`src/design/gap_pkg.sv`:
```
// ----------------------------------------------------------------------------
// gap_pkg: shared types and constants
// Field widths, multiplier widths, register indexes and the gain register
// bundle for the blended-gain angle PD controller.
// ----------------------------------------------------------------------------
package gap_pkg;

  localparam int GAP_AXES  = 2;   // default number of axes with stored error
  localparam int AXIS_W    = 1;
  localparam int ERR_W     = 16;  // Q2.14 angle error
  localparam int DRIVE_W   = 24;  // Q12.12 drive
  localparam int GAIN_W    = 16;  // Q8.8 gains
  localparam int CFG_IDX_W = 3;

  // Shared multiplier: signed A x signed B, product registered
  localparam int MUL_A_W  = 34;
  localparam int MUL_B_W  = 18;
  localparam int PROD_W   = MUL_A_W + MUL_B_W;

  localparam int DIFF_W   = ERR_W + 1;       // e - previous error
  localparam int MAG_W    = ERR_W + 1;       // |e|, up to 1 << 15
  localparam int EKP_W    = ERR_W + GAIN_W + 1;
  localparam int X_W      = 43;              // e*kp + rounded rate term
  localparam int X_LO_W   = 17;              // low slice for the split multiply
  localparam int ACC_W    = 60;
  localparam int RND_W    = ACC_W - 24;
  localparam int BOUND_W  = GAIN_W + 1 + 4;

  typedef enum logic [CFG_IDX_W-1:0] {
    REG_P_GAIN_SMALL     = 3'd0,
    REG_D_GAIN_SMALL     = 3'd1,
    REG_P_GAIN_LARGE     = 3'd2,
    REG_D_GAIN_LARGE     = 3'd3,
    REG_LOOP_TIME_FACTOR = 3'd4
  } gap_reg_e;

  typedef struct packed {
    logic [GAIN_W-1:0] p_gain_small;
    logic [GAIN_W-1:0] d_gain_small;
    logic [GAIN_W-1:0] p_gain_large;
    logic [GAIN_W-1:0] d_gain_large;
    logic [GAIN_W-1:0] loop_time_factor;
  } gap_cfg_t;

  localparam logic [GAIN_W-1:0] P_GAIN_SMALL_RST     = 16'd2560;
  localparam logic [GAIN_W-1:0] D_GAIN_SMALL_RST     = 16'd768;
  localparam logic [GAIN_W-1:0] P_GAIN_LARGE_RST     = 16'd1280;
  localparam logic [GAIN_W-1:0] D_GAIN_LARGE_RST     = 16'd0;
  localparam logic [GAIN_W-1:0] LOOP_TIME_FACTOR_RST = 16'd256;

endpackage

```
`src/design/gap_if.sv`:
```
// ----------------------------------------------------------------------------
// gap_if: channel interfaces
// Valid/ready channels for input items, results and register writes.
// ----------------------------------------------------------------------------
interface gap_in_if
  import gap_pkg::*;
  ();
  logic                     valid;
  logic                     ready;
  logic [AXIS_W-1:0]        axis;
  logic signed [ERR_W-1:0]  angle_error;

  modport source (output valid, output axis, output angle_error, input ready);
  modport sink   (input valid, input axis, input angle_error, output ready);
endinterface

interface gap_out_if
  import gap_pkg::*;
  ();
  logic                      valid;
  logic                      ready;
  logic signed [DRIVE_W-1:0] drive;
  logic                      clamped;

  modport source (output valid, output drive, output clamped, input ready);
  modport sink   (input valid, input drive, input clamped, output ready);
endinterface

interface gap_cfg_if
  import gap_pkg::*;
  ();
  logic                 valid;
  logic                 ready;
  logic [CFG_IDX_W-1:0] index;
  logic [GAIN_W-1:0]    data;

  modport source (output valid, output index, output data, input ready);
  modport sink   (input valid, input index, input data, output ready);
endinterface

```
`src/design/gap_cfg.sv`:
```
// ----------------------------------------------------------------------------
// gap_cfg: gain register file
// Five Q8.8 registers written over the configuration channel.
// ----------------------------------------------------------------------------
module gap_cfg
  import gap_pkg::*;
(
  input  logic      clk_i,
  input  logic      rst_ni,
  gap_cfg_if.sink   cfg_i,
  output gap_cfg_t  regs_o
);

  gap_cfg_t regs_q;

  assign cfg_i.ready = 1'b1;
  assign regs_o      = regs_q;

  always_ff @(posedge clk_i or negedge rst_ni) begin
    if (!rst_ni) begin
      regs_q.p_gain_small     <= P_GAIN_SMALL_RST;
      regs_q.d_gain_small     <= D_GAIN_SMALL_RST;
      regs_q.p_gain_large     <= P_GAIN_LARGE_RST;
      regs_q.d_gain_large     <= D_GAIN_LARGE_RST;
      regs_q.loop_time_factor <= LOOP_TIME_FACTOR_RST;
    end else if (cfg_i.valid) begin
      // drop writes beyond the register list
      case (cfg_i.index)
        REG_P_GAIN_SMALL:     regs_q.p_gain_small     <= cfg_i.data;
        REG_D_GAIN_SMALL:     regs_q.d_gain_small     <= cfg_i.data;
        REG_P_GAIN_LARGE:     regs_q.p_gain_large     <= cfg_i.data;
        REG_D_GAIN_LARGE:     regs_q.d_gain_large     <= cfg_i.data;
        REG_LOOP_TIME_FACTOR: regs_q.loop_time_factor <= cfg_i.data;
        default: ;
      endcase
    end
  end

endmodule

```
`src/design/gap_mul.sv`:
```
// ----------------------------------------------------------------------------
// gap_mul: shared signed multiplier
// One signed 34 x 18 product per cycle, registered at the output.
// ----------------------------------------------------------------------------
module gap_mul
  import gap_pkg::*;
(
  input  logic                      clk_i,
  input  logic signed [MUL_A_W-1:0] a_i,
  input  logic signed [MUL_B_W-1:0] b_i,
  output logic signed [PROD_W-1:0]  p_o
);

  logic signed [PROD_W-1:0] p_q;

  always_ff @(posedge clk_i) begin
    p_q <= PROD_W'(a_i) * PROD_W'(b_i);
  end

  assign p_o = p_q;

endmodule

```
`src/design/gap_core.sv`:
```
// ----------------------------------------------------------------------------
// gap_core: sequencer and datapath
// Walks both gain sets through the shared multiplier, accumulates the
// weighted terms, rounds, clamps and holds the result in an output register.
// ----------------------------------------------------------------------------
module gap_core
  import gap_pkg::*;
#(
  parameter int AXES = GAP_AXES
) (
  input  logic                      clk_i,
  input  logic                      rst_ni,
  gap_in_if.sink                    in_i,
  gap_out_if.source                 out_o,
  input  gap_cfg_t                  regs_i,
  output logic signed [MUL_A_W-1:0] mul_a_o,
  output logic signed [MUL_B_W-1:0] mul_b_o,
  input  logic signed [PROD_W-1:0]  mul_p_i
);

  localparam logic [3:0] ST_IDLE = 4'd0;
  localparam logic [3:0] ST_EP   = 4'd1;  // issue e * kp
  localparam logic [3:0] ST_DK   = 4'd2;  // issue diff * kd
  localparam logic [3:0] ST_RT   = 4'd3;  // issue (diff*kd) * loop factor
  localparam logic [3:0] ST_XS   = 4'd4;  // form e*kp + rounded rate term
  localparam logic [3:0] ST_HI   = 4'd5;  // issue x_hi * w
  localparam logic [3:0] ST_LO   = 4'd6;  // issue x_lo * w
  localparam logic [3:0] ST_RND  = 4'd7;  // round sum to Q12.12
  localparam logic [3:0] ST_CLP  = 4'd8;  // clamp and load output

  logic [3:0] state_q, state_d;
  logic       set_q, set_d;          // 0 small-error set, 1 large-error set
  logic       out_valid_q, out_valid_d;

  logic signed [ERR_W-1:0]   prev_q [AXES];
  logic signed [ERR_W-1:0]   e_q;
  logic signed [DIFF_W-1:0]  diff_q;
  logic signed [MUL_B_W-1:0] w_small_q, w_large_q;
  logic signed [EKP_W-1:0]   ekp_q;
  logic signed [X_W-1:0]     x_q;
  logic signed [ACC_W-1:0]   acc_q;
  logic signed [RND_W-1:0]   rnd_q;
  logic signed [DRIVE_W-1:0] drive_q;
  logic                      clamped_q;

  logic                      accept;
  logic                      out_load;
  logic                      axis_ok;
  logic signed [ERR_W-1:0]   prev_sel;
  logic signed [DIFF_W-1:0]  e_ext;
  logic signed [DIFF_W-1:0]  diff_in;
  logic [MAG_W-1:0]          mag;
  logic signed [MUL_B_W-1:0] w_sel;
  logic [GAIN_W-1:0]         kp_sel, kd_sel;
  logic signed [PROD_W-1:0]  xs_sum;
  logic signed [ACC_W-1:0]   rnd_sum;
  logic [BOUND_W-1:0]        bound;
  logic signed [RND_W-1:0]   bound_pos, bound_neg;

  assign accept   = in_i.valid && in_i.ready;
  assign out_load = (state_q == ST_CLP) && (!out_valid_q || out_o.ready);

  assign in_i.ready    = (state_q == ST_IDLE);
  assign out_o.valid   = out_valid_q;
  assign out_o.drive   = drive_q;
  assign out_o.clamped = clamped_q;

  // Previous error lookup; an axis outside the store reads as zero
  always_comb begin
    prev_sel = '0;
    axis_ok  = 1'b0;
    for (int i = 0; i < AXES; i++) begin
      if (32'(in_i.axis) == i) begin
        prev_sel = prev_q[i];
        axis_ok  = 1'b1;
      end
    end
  end

  assign e_ext   = {in_i.angle_error[ERR_W-1], in_i.angle_error};
  assign diff_in = e_ext - {prev_sel[ERR_W-1], prev_sel};
  assign mag     = in_i.angle_error[ERR_W-1] ? MAG_W'(-e_ext) : MAG_W'(e_ext);

  assign w_sel  = set_q ? w_large_q : w_small_q;
  assign kp_sel = set_q ? regs_i.p_gain_large : regs_i.p_gain_small;
  assign kd_sel = set_q ? regs_i.d_gain_large : regs_i.d_gain_small;

  // floor((r + 128) / 256) + ekp folded into a single shift
  assign xs_sum = mul_p_i
                + {{(PROD_W-EKP_W-8){ekp_q[EKP_W-1]}}, ekp_q, 8'd0}
                + PROD_W'(128);

  assign rnd_sum = acc_q
                 + {{(ACC_W-PROD_W){mul_p_i[PROD_W-1]}}, mul_p_i}
                 + ACC_W'(1 << 23);

  assign bound     = {({1'b0, regs_i.p_gain_small} + {1'b0, regs_i.p_gain_large}), 4'd0};
  assign bound_pos = RND_W'(bound);
  assign bound_neg = -bound_pos;

  // Operand select for the shared multiplier
  always_comb begin
    mul_a_o = '0;
    mul_b_o = '0;
    case (state_q)
      ST_EP: begin
        mul_a_o = MUL_A_W'(e_q);
        mul_b_o = {2'b00, kp_sel};
      end
      ST_DK: begin
        mul_a_o = MUL_A_W'(diff_q);
        mul_b_o = {2'b00, kd_sel};
      end
      ST_RT: begin
        mul_a_o = mul_p_i[MUL_A_W-1:0];
        mul_b_o = {2'b00, regs_i.loop_time_factor};
      end
      ST_HI: begin
        mul_a_o = MUL_A_W'($signed(x_q[X_W-1:X_LO_W]));
        mul_b_o = w_sel;
      end
      ST_LO: begin
        mul_a_o = {{(MUL_A_W-X_LO_W){1'b0}}, x_q[X_LO_W-1:0]};
        mul_b_o = w_sel;
      end
      default: ;
    endcase
  end

  // Sequencer
  always_comb begin
    state_d     = state_q;
    set_d       = set_q;
    out_valid_d = out_valid_q;
    if (out_o.valid && out_o.ready) begin
      out_valid_d = 1'b0;
    end
    case (state_q)
      ST_IDLE: begin
        if (accept) begin
          state_d = ST_EP;
          set_d   = 1'b0;
        end
      end
      ST_EP:  state_d = ST_DK;
      ST_DK:  state_d = ST_RT;
      ST_RT:  state_d = ST_XS;
      ST_XS:  state_d = ST_HI;
      ST_HI:  state_d = ST_LO;
      ST_LO: begin
        if (set_q) begin
          state_d = ST_RND;
        end else begin
          state_d = ST_EP;
          set_d   = 1'b1;
        end
      end
      ST_RND: state_d = ST_CLP;
      ST_CLP: begin
        if (out_load) begin
          state_d     = ST_IDLE;
          out_valid_d = 1'b1;
        end
      end
      default: state_d = ST_IDLE;
    endcase
  end

  always_ff @(posedge clk_i or negedge rst_ni) begin
    if (!rst_ni) begin
      state_q     <= ST_IDLE;
      set_q       <= 1'b0;
      out_valid_q <= 1'b0;
      for (int i = 0; i < AXES; i++) begin
        prev_q[i] <= '0;
      end
    end else begin
      state_q     <= state_d;
      set_q       <= set_d;
      out_valid_q <= out_valid_d;
      if (accept && axis_ok) begin
        for (int i = 0; i < AXES; i++) begin
          if (32'(in_i.axis) == i) begin
            prev_q[i] <= in_i.angle_error;
          end
        end
      end
    end
  end

  // Datapath registers
  always_ff @(posedge clk_i) begin
    case (state_q)
      ST_IDLE: begin
        if (accept) begin
          e_q       <= in_i.angle_error;
          diff_q    <= diff_in;
          w_small_q <= MUL_B_W'(16384) - MUL_B_W'(mag);
          w_large_q <= MUL_B_W'(mag);
          acc_q     <= '0;
        end
      end
      ST_EP: begin
        // fold in the low product of the small-error set
        if (set_q) begin
          acc_q <= acc_q + {{(ACC_W-PROD_W){mul_p_i[PROD_W-1]}}, mul_p_i};
        end
      end
      ST_DK:  ekp_q <= mul_p_i[EKP_W-1:0];
      ST_XS:  x_q   <= xs_sum[X_W+7:8];
      ST_LO: begin
        acc_q <= acc_q + {mul_p_i[ACC_W-X_LO_W-1:0], {X_LO_W{1'b0}}};
      end
      ST_RND: rnd_q <= rnd_sum[ACC_W-1:24];
      ST_CLP: begin
        if (out_load) begin
          if (rnd_q > bound_pos) begin
            drive_q   <= bound_pos[DRIVE_W-1:0];
            clamped_q <= 1'b1;
          end else if (rnd_q < bound_neg) begin
            drive_q   <= bound_neg[DRIVE_W-1:0];
            clamped_q <= 1'b1;
          end else begin
            drive_q   <= rnd_q[DRIVE_W-1:0];
            clamped_q <= 1'b0;
          end
        end
      end
      default: ;
    endcase
  end

  // An accepted item always starts on the small-error set
  a_start: assert property (@(posedge clk_i) disable iff (!rst_ni)
    accept |=> (state_q == ST_EP) && !set_q)
    else $error("sequence did not start on the small-error set");

  // Drive never leaves the clamp bound
  a_bound: assert property (@(posedge clk_i) disable iff (!rst_ni)
    out_o.valid |-> (RND_W'(out_o.drive) <= bound_pos)
                 && (RND_W'(out_o.drive) >= bound_neg))
    else $error("drive outside clamp bound");

  // A clamped result sits exactly on the bound
  a_clamp: assert property (@(posedge clk_i) disable iff (!rst_ni)
    (out_o.valid && out_o.clamped) |-> (RND_W'(out_o.drive) == bound_pos)
                                    || (RND_W'(out_o.drive) == bound_neg))
    else $error("clamped result not on the bound");

  // Rounding always follows the large-error set
  a_round: assert property (@(posedge clk_i) disable iff (!rst_ni)
    (state_q == ST_RND) |-> $past(state_q == ST_LO) && set_q)
    else $error("rounding entered out of order");

endmodule

```
`src/design/blended_gain_angle_pd.sv`:
```
// ----------------------------------------------------------------------------
// blended_gain_angle_pd: per-axis leveling PD controller with blended gains
// Top level: gain registers, shared multiplier and the sequencing core.
// ----------------------------------------------------------------------------
// Each accepted transaction carries an axis and a signed Q2.14 angle error e.
// The result is drive = sum over both gain sets of w * (e*kp + rate), with
// rate = (e - previous error) * kd * loop_time_factor rounded to Q22,
// w = 1 - |e| for the small-error set and |e| for the large-error set (the
// small weight goes negative above |e| = 1.0). The sum is rounded half up to
// Q12.12 and clamped to +-(p_gain_small + p_gain_large); clamped flags a
// limited result. The previous error per axis resets to zero; an axis at or
// beyond AXES uses zero and stores nothing. The input is ready only when
// idle. After acceptance the core issues five products per gain set through
// one 34 x 18 multiplier, then rounds and clamps the sum into the output
// register, so a transaction is accepted only after the previous one has
// been loaded there. A result waiting in the output register does not
// block acceptance of the next transaction.
// Write the gain registers only while the block is idle.
// ----------------------------------------------------------------------------
module blended_gain_angle_pd
  import gap_pkg::*;
#(
  parameter int AXES = GAP_AXES
) (
  input  logic       clk_i,
  input  logic       rst_ni,
  gap_in_if.sink     in_i,
  gap_out_if.source  out_o,
  gap_cfg_if.sink    cfg_i
);

  gap_cfg_t                  regs;
  logic signed [MUL_A_W-1:0] mul_a;
  logic signed [MUL_B_W-1:0] mul_b;
  logic signed [PROD_W-1:0]  mul_p;

  // Gain registers, always ready for a write
  gap_cfg u_cfg (
    .clk_i  (clk_i),
    .rst_ni (rst_ni),
    .cfg_i  (cfg_i),
    .regs_o (regs)
  );

  // One multiplier shared by every product of the item
  gap_mul u_mul (
    .clk_i (clk_i),
    .a_i   (mul_a),
    .b_i   (mul_b),
    .p_o   (mul_p)
  );

  // Sequencer, accumulator, error store and output register
  gap_core #(
    .AXES (AXES)
  ) u_core (
    .clk_i   (clk_i),
    .rst_ni  (rst_ni),
    .in_i    (in_i),
    .out_o   (out_o),
    .regs_i  (regs),
    .mul_a_o (mul_a),
    .mul_b_o (mul_b),
    .mul_p_i (mul_p)
  );

endmodule

```
`src/flat_wrapper.sv`:
```
// flat-port wrapper written by rule: the top's interface ports become plain ports
module blended_gain_angle_pd_flat import gap_pkg::*;
#(
  parameter int AXES = GAP_AXES
)
  (clk_i, rst_ni, in_i_valid, in_i_axis, in_i_angle_error, in_i_ready, out_o_valid, out_o_drive, out_o_clamped, out_o_ready, cfg_i_valid, cfg_i_index, cfg_i_data, cfg_i_ready);
  gap_in_if in_i_i ();
  gap_out_if out_o_i ();
  gap_cfg_if cfg_i_i ();
  input  logic clk_i;
  input  logic rst_ni;
  input wire logic [$bits(in_i_i.valid)-1:0] in_i_valid;
  input wire logic [$bits(in_i_i.axis)-1:0] in_i_axis;
  input wire logic [$bits(in_i_i.angle_error)-1:0] in_i_angle_error;
  output wire logic [$bits(in_i_i.ready)-1:0] in_i_ready;
  output wire logic [$bits(out_o_i.valid)-1:0] out_o_valid;
  output wire logic [$bits(out_o_i.drive)-1:0] out_o_drive;
  output wire logic [$bits(out_o_i.clamped)-1:0] out_o_clamped;
  input wire logic [$bits(out_o_i.ready)-1:0] out_o_ready;
  input wire logic [$bits(cfg_i_i.valid)-1:0] cfg_i_valid;
  input wire logic [$bits(cfg_i_i.index)-1:0] cfg_i_index;
  input wire logic [$bits(cfg_i_i.data)-1:0] cfg_i_data;
  output wire logic [$bits(cfg_i_i.ready)-1:0] cfg_i_ready;
  assign in_i_i.valid = in_i_valid;
  assign in_i_i.axis = in_i_axis;
  assign in_i_i.angle_error = in_i_angle_error;
  assign in_i_ready = in_i_i.ready;
  assign out_o_valid = out_o_i.valid;
  assign out_o_drive = out_o_i.drive;
  assign out_o_clamped = out_o_i.clamped;
  assign out_o_i.ready = out_o_ready;
  assign cfg_i_i.valid = cfg_i_valid;
  assign cfg_i_i.index = cfg_i_index;
  assign cfg_i_i.data = cfg_i_data;
  assign cfg_i_ready = cfg_i_i.ready;
  blended_gain_angle_pd #(.AXES(AXES)) u_core (.clk_i(clk_i), .rst_ni(rst_ni), .in_i(in_i_i), .out_o(out_o_i), .cfg_i(cfg_i_i));
endmodule
```
`config.mk`:
```
export PLATFORM = sky130hd
export DESIGN_NAME = blended_gain_angle_pd_flat
export DESIGN_NICKNAME = d
export VERILOG_FILES = /design/src/design/gap_pkg.sv /design/src/design/gap_if.sv /design/src/design/gap_cfg.sv /design/src/design/gap_mul.sv /design/src/design/gap_core.sv /design/src/design/blended_gain_angle_pd.sv /design/src/flat_wrapper.sv
export SDC_FILE = /design/constraint.sdc
export NUM_CORES = 2
export LEC_CHECK = 0
export BUFFER_PORTS_ARGS = -buffer_cell sky130_fd_sc_hd__buf_4
export CORE_ASPECT_RATIO = 0.6
export CORE_UTILIZATION = 60
export CTS_BUF_LIST = sky130_fd_sc_hd__clkbuf_16
export DETAILED_ROUTE_END_ITERATION = 8
export GPL_TIMING_DRIVEN = 0
export PLACE_DENSITY_LB_ADDON = 0.25
export SYNTH_ARGS = -nofsm -noshare
export SYNTH_HDL_FRONTEND = slang
export SYNTH_SLANG_ARGS = --single-unit
```
`constraint.sdc`:
```
create_clock -name clk_i -period 9.5 [get_ports clk_i]
set_clock_uncertainty 0.2 [all_clocks]
set_input_delay 0.475 -clock clk_i [delete_from_list [all_inputs] [get_ports clk_i]]
set_output_delay 0.475 -clock clk_i [all_outputs]
set_load 0.02 [all_outputs]
```
# Yosys cells after proc, flatten, opt, wreduce, memory -nomap -nowiden
# Index checks and enable logic that the tools add are counted.
op_classes:
  n_shift: 0
  bitwise_logic: 1
  n_lt_le_gt_ge: 2
  n_eq_ne: 15
  multipliers: 1
  reduce_logical: 22
  mux: 22
  addsub: 10
  n_div: 0
op_table:
  columns: ["operator", "count"]
  rows:
  - ["60-bit case mux with 3 select lines", 1]
  - ["34-bit case mux with 5 select lines", 1]
  - ["60-bit adder", 2]
  - ["60-bit two-way mux", 2]
  - ["18-bit case mux with 4 select lines", 1]
  - ["60-bit by 24-bit adder with 60-bit output (second input constant)", 1]
  - ["34-bit by 18-bit multiplier with 52-bit output", 1]
  - ["51-bit adder", 1]
  - ["51-bit by 8-bit adder with 51-bit output (second input constant)", 1]
  - ["16-bit two-way mux", 3]
  - ["36-bit by 22-bit greater-than comparator with 1-bit output", 1]
  - ["36-bit < comparator", 1]
  - ["21-bit negator with 36-bit output", 1]
  - ["4-bit case mux with 9 select lines", 1]
  - ["24-bit two-way mux", 1]
  - ["2-bit AND reduction", 11]
  - ["21-bit two-way mux", 1]
  - ["18-bit two-way mux", 1]
  - ["15-bit by 17-bit subtractor with 18-bit output (first input constant)", 1]
  - ["16-bit by 16-bit adder with 17-bit output", 1]
  - ["17-bit two-way mux", 1]
  - ["16-bit negator with 17-bit output", 1]
  - ["16-bit by 16-bit subtractor with 17-bit output", 1]
  - ["4-bit by 3-bit == test with 1-bit output (second input constant)", 4]
  - ["other kinds (22)", 32]
totals:
  mem_count: 0
  out_inout_bits: 28
  elab_cells: 95
  latchBits: 0
  mem_bits_ro: 0
  input_bits: 41
  regBits: 435
  ram_bits: 0

# Logic depth before layout (Yosys ltp)
logic_depth:
  ltp_word: 5
  mapped_depth: 37
  mapped_depth_nobuf: 33

# By module
# A second synthesis with hierarchy kept.
unflattened:
  hier_cells: 5125
  area_unflattened_um2: 49351.1
by_module_without_submodules:
  columns: ["module", "area_per_inst_um2", "seq_area_each_um2", "cells_each", "instances"]
  rows:
  - ["gap_core", 24195.7, 8848.5, 2508, 1]
  - ["gap_mul", 22084.9, 1041.0, 2442, 1]
  - ["gap_cfg", 3070.4, 2010.7, 175, 1]

# Least setup slack after synthesis
# OpenSTA, ideal clock, no wires.
synth_timing:
  path_kind: "flip-flop to flip-flop"
  from: "reg u_core.u_core.state_q[0]"
  to: "reg u_core.u_mul.p_q[46] (netlist: u_core.u_mul.p_o[46])"
  setup_slack_ps: 115
  setup_time_ps: 122
  synth_period_minus_slack_ps: 9385
  t_arrival_ps: 9063
  n_path_buf: 4
  required_ps: 9178
  stages_incl_launch_ff: 33
  cell_sequence: "dfrtp_1 -> clkbuf_1 -> inv_1 -> nand2_1 -> nor3_1 -> clkbuf_1 -> clkbuf_1 -> a22oi_1 -> nand4_1 -> clkbuf_1 -> nand2_1 -> fa_1 -> inv_1 -> fa_1 -> fa_1 -> fa_1 -> fa_1 -> inv_1 -> fa_1 -> inv_1 -> ha_1 -> nand2_1 -> o21ai_0 -> a221o_1 -> a21oi_1 -> o311ai_0 -> a211oi_1 -> o21ai_0 -> a221o_1 -> nand4_1 -> a21boi_0 -> or2_2 -> xor2_1"
synth_between:
  elab_chain_cells: 4
  word_cells_on_any_way: 9
  cone_classes: "mul: 1; eq/ne: 5; mux: 2; reduce/logical: 1"
synth_lines:
  columns: ["element", "line", "rtl"]
  rows:
  - ["from (decl)", "gap_core.sv:31", "logic [3:0] state_q, state_d;"]
  - ["from (signal assigned)", "gap_core.sv:178", "state_q <= state_d;"]
  - ["4-bit by 3-bit == test with 1-bit output", "gap_core.sv:105", "case (state_q)"]
  - ["2-bit OR reduction (no source line)", null, null]
  - ["18-bit case mux with 4 select lines", "gap_core.sv:105", null]
  - ["34-bit by 18-bit multiplier with 52-bit output (*)", "gap_mul.sv:17", "p_q <= PROD_W'(a_i) * PROD_W'(b_i);"]
  - ["to (signal assigned)", "gap_mul.sv:17", null]
  - ["to (decl)", "gap_mul.sv:14", "logic signed [PROD_W-1:0] p_q;"]
# Mark *: on every way between the ends. The rest lies on a longest branch, timed or not.
# A chain may end at the register's enable or synchronous reset.

# Worst setup path after layout
layout_timing:
  from: "reg u_core.u_core.state_q[1]"
  to: "reg u_core.u_mul.p_q[51] (netlist: u_core.u_mul.p_o[51])"
# Same word-level chain as after synthesis.

==> tab_implementation.tex <==
\begin{tabular}{lr}
\hline
Metric & Value \\
\hline
\multicolumn{2}{l}{\textbf{Die}} \\
\quad Standard-cell rows & 80 \\
\quad Chip width & 371 um \\
\quad Io pins & 69 \\
\quad Die Footprint & 0.0828 sq mm \\
\quad Initial cell density of the core & 0.611 \\
\quad Chip Height & 223 um \\
\quad CORE AREA & 0.0802 sq mm \\
\multicolumn{2}{l}{\textbf{Yosys}} \\
\quad Async set-reset flop share out of synthesis & 0.273 \\
\quad Yosys top cell area share & 0.241 \\
\quad Total of flip-flops plus latches after synthesis & 433 \\
\quad Synthesized instance count & 5249 \\
\quad Count of synthesis-stage warnings from yosys & 0 \\
\quad Most used DFF post-synth & sky130\_fd\_sc\_hd\_\_edfxtp\_1 \\
\quad Count leader, synth & sky130\_fd\_sc\_hd\_\_inv\_1 \\
\quad Syn nets & 6233 \\
\quad Synth cell types & 105 \\
\quad Main area contributors after synthesis & sky130\_fd\_sc\_hd\_\_fa\_1 24\%, sky130\_fd\_sc\_hd\_\_edfxtp\_1 16\%, sky130\_fd\_sc\_hd\_\_ha\_1 9.0\% \\
\quad Area leader, netlist & sky130\_fd\_sc\_hd\_\_fa\_1 \\
\quad Post-synth EDFFs & 263 \\
\quad Most common library cells after synthesis & 826 x sky130\_fd\_sc\_hd\_\_inv\_1, 610 x sky130\_fd\_sc\_hd\_\_nand2\_1, 590 x sky130\_fd\_sc\_hd\_\_fa\_1 \\
\quad Share of the yosys chip area belonging to registers & 0.243 \\
\quad Netlist area before placement & 0.0490 sq mm \\
\quad Post-Synthesis Mean Instance Area & 9.33 sq um \\
\multicolumn{2}{l}{\textbf{Global routing}} \\
\quad Number of antenna violations at the first check in global routing & 7 \\
\quad Largest net degree at the start of global routing & 62 \\
\quad Remaining Overflow, GRT & 0 \\
\quad Wire length of the first global-routing pass & 245000 um \\
\quad Via count of the first global-routing pass & 38700 \\
\quad GRT Resource Usage Total & 0.401 \\
\multicolumn{2}{l}{\textbf{Critical path}} \\
\quad Worst setup path start & u\_core.u\_core.state\_q[1]\$\_DFFE\_PN0P\_ \\
\quad Data arrival time of the critical path & 9.64 ns \\
\quad Worst-path fanout max & 10 \\
\quad Register-to-Register Setup Slack & 0.17 ns \\
\quad Critical path destination & u\_core.u\_mul.p\_o[51]\$\_DFF\_P\_ \\
\quad CP max-delay cell & sky130\_fd\_sc\_hd\_\_fa\_1 \\
\quad Critical path class & reg2reg \\
\quad Destination of the worst register-to-register timing path & u\_core.u\_mul.p\_o[51]\$\_DFF\_P\_ \\
\quad Worst R2R Path Depth & 32 \\
\quad Type of element capturing the critical path & flop \\
\quad Worst path most repeated cell & sky130\_fd\_sc\_hd\_\_fa\_1 \\
\quad Critical path required time & 9.81 ns \\
\quad Stage delay of the slowest cell on the critical path & 0.55 ns \\
\quad Beginning of the worst register-to-register path & u\_core.u\_core.state\_q[1]\$\_DFFE\_PN0P\_ \\
\quad Critical path launch point type & flop \\
\multicolumn{2}{l}{\textbf{Cells and area}} \\
\quad Relative area change from synthesis to final layout & 10.5\% \\
\quad Fraction of final layout cells with drive strength greater than 1 & 0.101 \\
\quad Number of nets in the final layout & 6440 \\
\quad Filler cell count & 6455 \\
\multicolumn{2}{l}{\textbf{Timing}} \\
\quad Maximum clock rate & 0.107 GHz \\
\quad Final count of negative-setup-slack endpoints & 0 \\
\quad Total count of hold-check failures in the final report & 0 \\
\quad Final Max Slew Viols & 17 \\
\quad Shortest period the worst path allows & 9.33 ns \\
\quad Slew headroom & -0.0468 \\
\quad Worst-margin pin slew & 1.56 ns \\
\quad Final clock period utilization by the worst path & 0.982 \\
\quad Worst hold-check slack & 0.230 ns \\
\quad Least setup slack across all paths after layout & 0.170 ns \\
\multicolumn{2}{l}{\textbf{Clock tree}} \\
\quad CTS tree & yes \\
\quad H-tree levels & 2 \\
\quad Clock Latency Late Sink & 0.61 ns \\
\quad Root buffer cell & sky130\_fd\_sc\_hd\_\_clkbuf\_16 \\
\quad Clock slew seen by the registers of the worst setup and hold paths & 0.07 ns \\
\quad Inserted Clock Buffers & 44 \\
\quad Max Root-Sink Buffers & 3 \\
\quad \# clock sinks & 433 \\
\multicolumn{2}{l}{\textbf{Detailed routing}} \\
\quad Final wirelength & 165000 um \\
\quad DRC marker count from the first detailed-route iteration & 5125 \\
\quad Average wire per cell in the routed design & 25.2 um \\
\quad Number of DRC violations after detailed routing & 0 \\
\quad Via density & 6.24 \\
\quad Via count of the routed design & 41000 \\
\quad Final ANT Viol Nets & 0 \\
\quad Detailed-routing iteration count for the pre-antenna-repair pass & 9 \\
\multicolumn{2}{l}{\textbf{Run status}} \\
\quad Result of the run & complete, but fails checks \\
\quad Violations in the final reports & max-capacitance violations, max-slew violations \\
\multicolumn{2}{l}{\textbf{Place}} \\
\quad Port bufs & 65 \\
\quad RePlAce Congestion & 1.00 \\
\quad Detailed-placement wirelength estimate & 133000 um \\
\quad Worst slack at placement & -2.70 ns \\
\multicolumn{2}{l}{\textbf{Worst hold path}} \\
\quad Worst min path class & in2reg \\
\multicolumn{2}{l}{\textbf{Flow run}} \\
\quad Count of max-cap constraint violations & 2 \\
\hline
\end{tabular}
metrics by stage:
stage,TNS (ns),instance area [sq um],util,std cells
finish,0,54100,0.675,6561
detailed placement,-49.91,51200,0.639,6410
floorplan,0,49000,-,5249
CTS,0,53500,0.667,6525
global route,-0.162,54100,0.675,6559
global placement,-90.67,50800,0.634,6380
what timing repair did:
action / CTS / global route
endpoints found under the setup margin: 37 / 11
hold buffers: 35 / 0
endpoints found under the hold margin: 163 / 0
setup buffers: 10 / 37
resized for setup: 147 / 131
pin swaps: 8 / 22
routing by layer:
metal | track usage | wire length, um | part of all wire | up-vias
met3 | 0.174 | 26100 | 0.16 | 242
met5 | 0 | 241 | 0.0015 | -
li1 | - | - | - | 17900
met1 | 0.619 | 72600 | 0.44 | 20400
met2 | 0.507 | 62200 | 0.38 | 2452
met4 | 0.0884 | 3970 | 0.024 | 6
registers in the layout (all words and copies together) (netlist names), 4 cells and up:
| name | cells |
|---|---|
| u_core.u_core.w_small_q | 17 |
| u_core.u_cfg.regs_o | 80 |
| u_core.u_core.out_o.drive | 24 |
| u_core.u_core.acc_q | 60 |
| u_core.u_core.e_q | 16 |
| u_core.u_core.state_q | 4 |
| u_core.u_core.w_large_q | 16 |
| u_core.u_core.diff_q | 17 |
| u_core.u_core.x_q | 43 |
| u_core.u_core.rnd_q | 36 |
| u_core.u_core.prev_q | 32 |
| u_core.u_mul.p_o | 52 |
| u_core.u_core.ekp_q | 33 |
worst max-delay path, delay by kind of cell (launching register included):
| family | cells | cell delay (ns) |
|---|---|---|
| xor+xnor | 1 | 0.19 |
| fa+ha+maj | 7 | 3.52 |
| simple gates | 5 | 1.03 |
| compound gates | 11 | 2.63 |
| buf+inv | 8 | 1.20 |
| flops | 1 | 0.44 |
worst min path at each step:
stage,startpoint,endpoint,cells after the start
floorplan,rst_ni,u_core.u_cfg.regs_o[0]$_DFFE_PN0P_,0
global placement,u_core.u_core.prev_q[0]$_DFFE_PN0P_,u_core.u_core.prev_q[0]$_DFFE_PN0P_,2
detailed placement,u_core.u_core.prev_q[17]$_DFFE_PN0P_,u_core.u_core.prev_q[17]$_DFFE_PN0P_,2
CTS,cfg_i_index[0],u_core.u_cfg.regs_o[66]$_DFFE_PN0P_,3
global route,cfg_i_index[0],u_core.u_cfg.regs_o[66]$_DFFE_PN0P_,3
finish,cfg_i_index[0],u_core.u_cfg.regs_o[66]$_DFFE_PN0P_,3
final cells by class:
type / count / area [sq um] / area share
clock buffer: 46 / 1150 / 0.0213
buffer: 192 / 1070 / 0.0198
sequential: 433 / 11900 / 0.220
timing repair buffer: 176 / 1680 / 0.0311
tap: 1066 / 1330 / 0.0246
multi-input combinational: 3783 / 33600 / 0.620
antenna: 4 / 10.0 / 0.000185
inverter: 826 / 3120 / 0.0575
clock inverter: 35 / 312 / 0.00575
cell families after synthesis:
logic type,synth area share
xor gates and xnor gates,0.0472
other,0.000153
AOI/OAI and AO/OA,0.124
buffers and inverters,0.0816
adders and majority gates,0.331
DFF,0.243
and+or+nand+nor,0.142
muxes,0.0312
layout by cell type, fill, tap and decap left out, types with 111 or more instances in the layout:
cell type	netlist	layout
sky130_fd_sc_hd__mux2_2	111	111
sky130_fd_sc_hd__xnor2_1	166	165
sky130_fd_sc_hd__a21o_1	116	116
sky130_fd_sc_hd__ha_1	353	349
sky130_fd_sc_hd__a21oi_1	220	216
sky130_fd_sc_hd__nand2_1	610	608
sky130_fd_sc_hd__o21ai_0	162	158
sky130_fd_sc_hd__buf_4	5	124
sky130_fd_sc_hd__edfxtp_1	263	263
sky130_fd_sc_hd__inv_1	826	830
sky130_fd_sc_hd__fa_1	590	590
sky130_fd_sc_hd__nor2_1	474	469
Power is left out: the tool's default activity adds up to more than one toggle a clock period on the data nets, which glitch-free logic cannot reach.
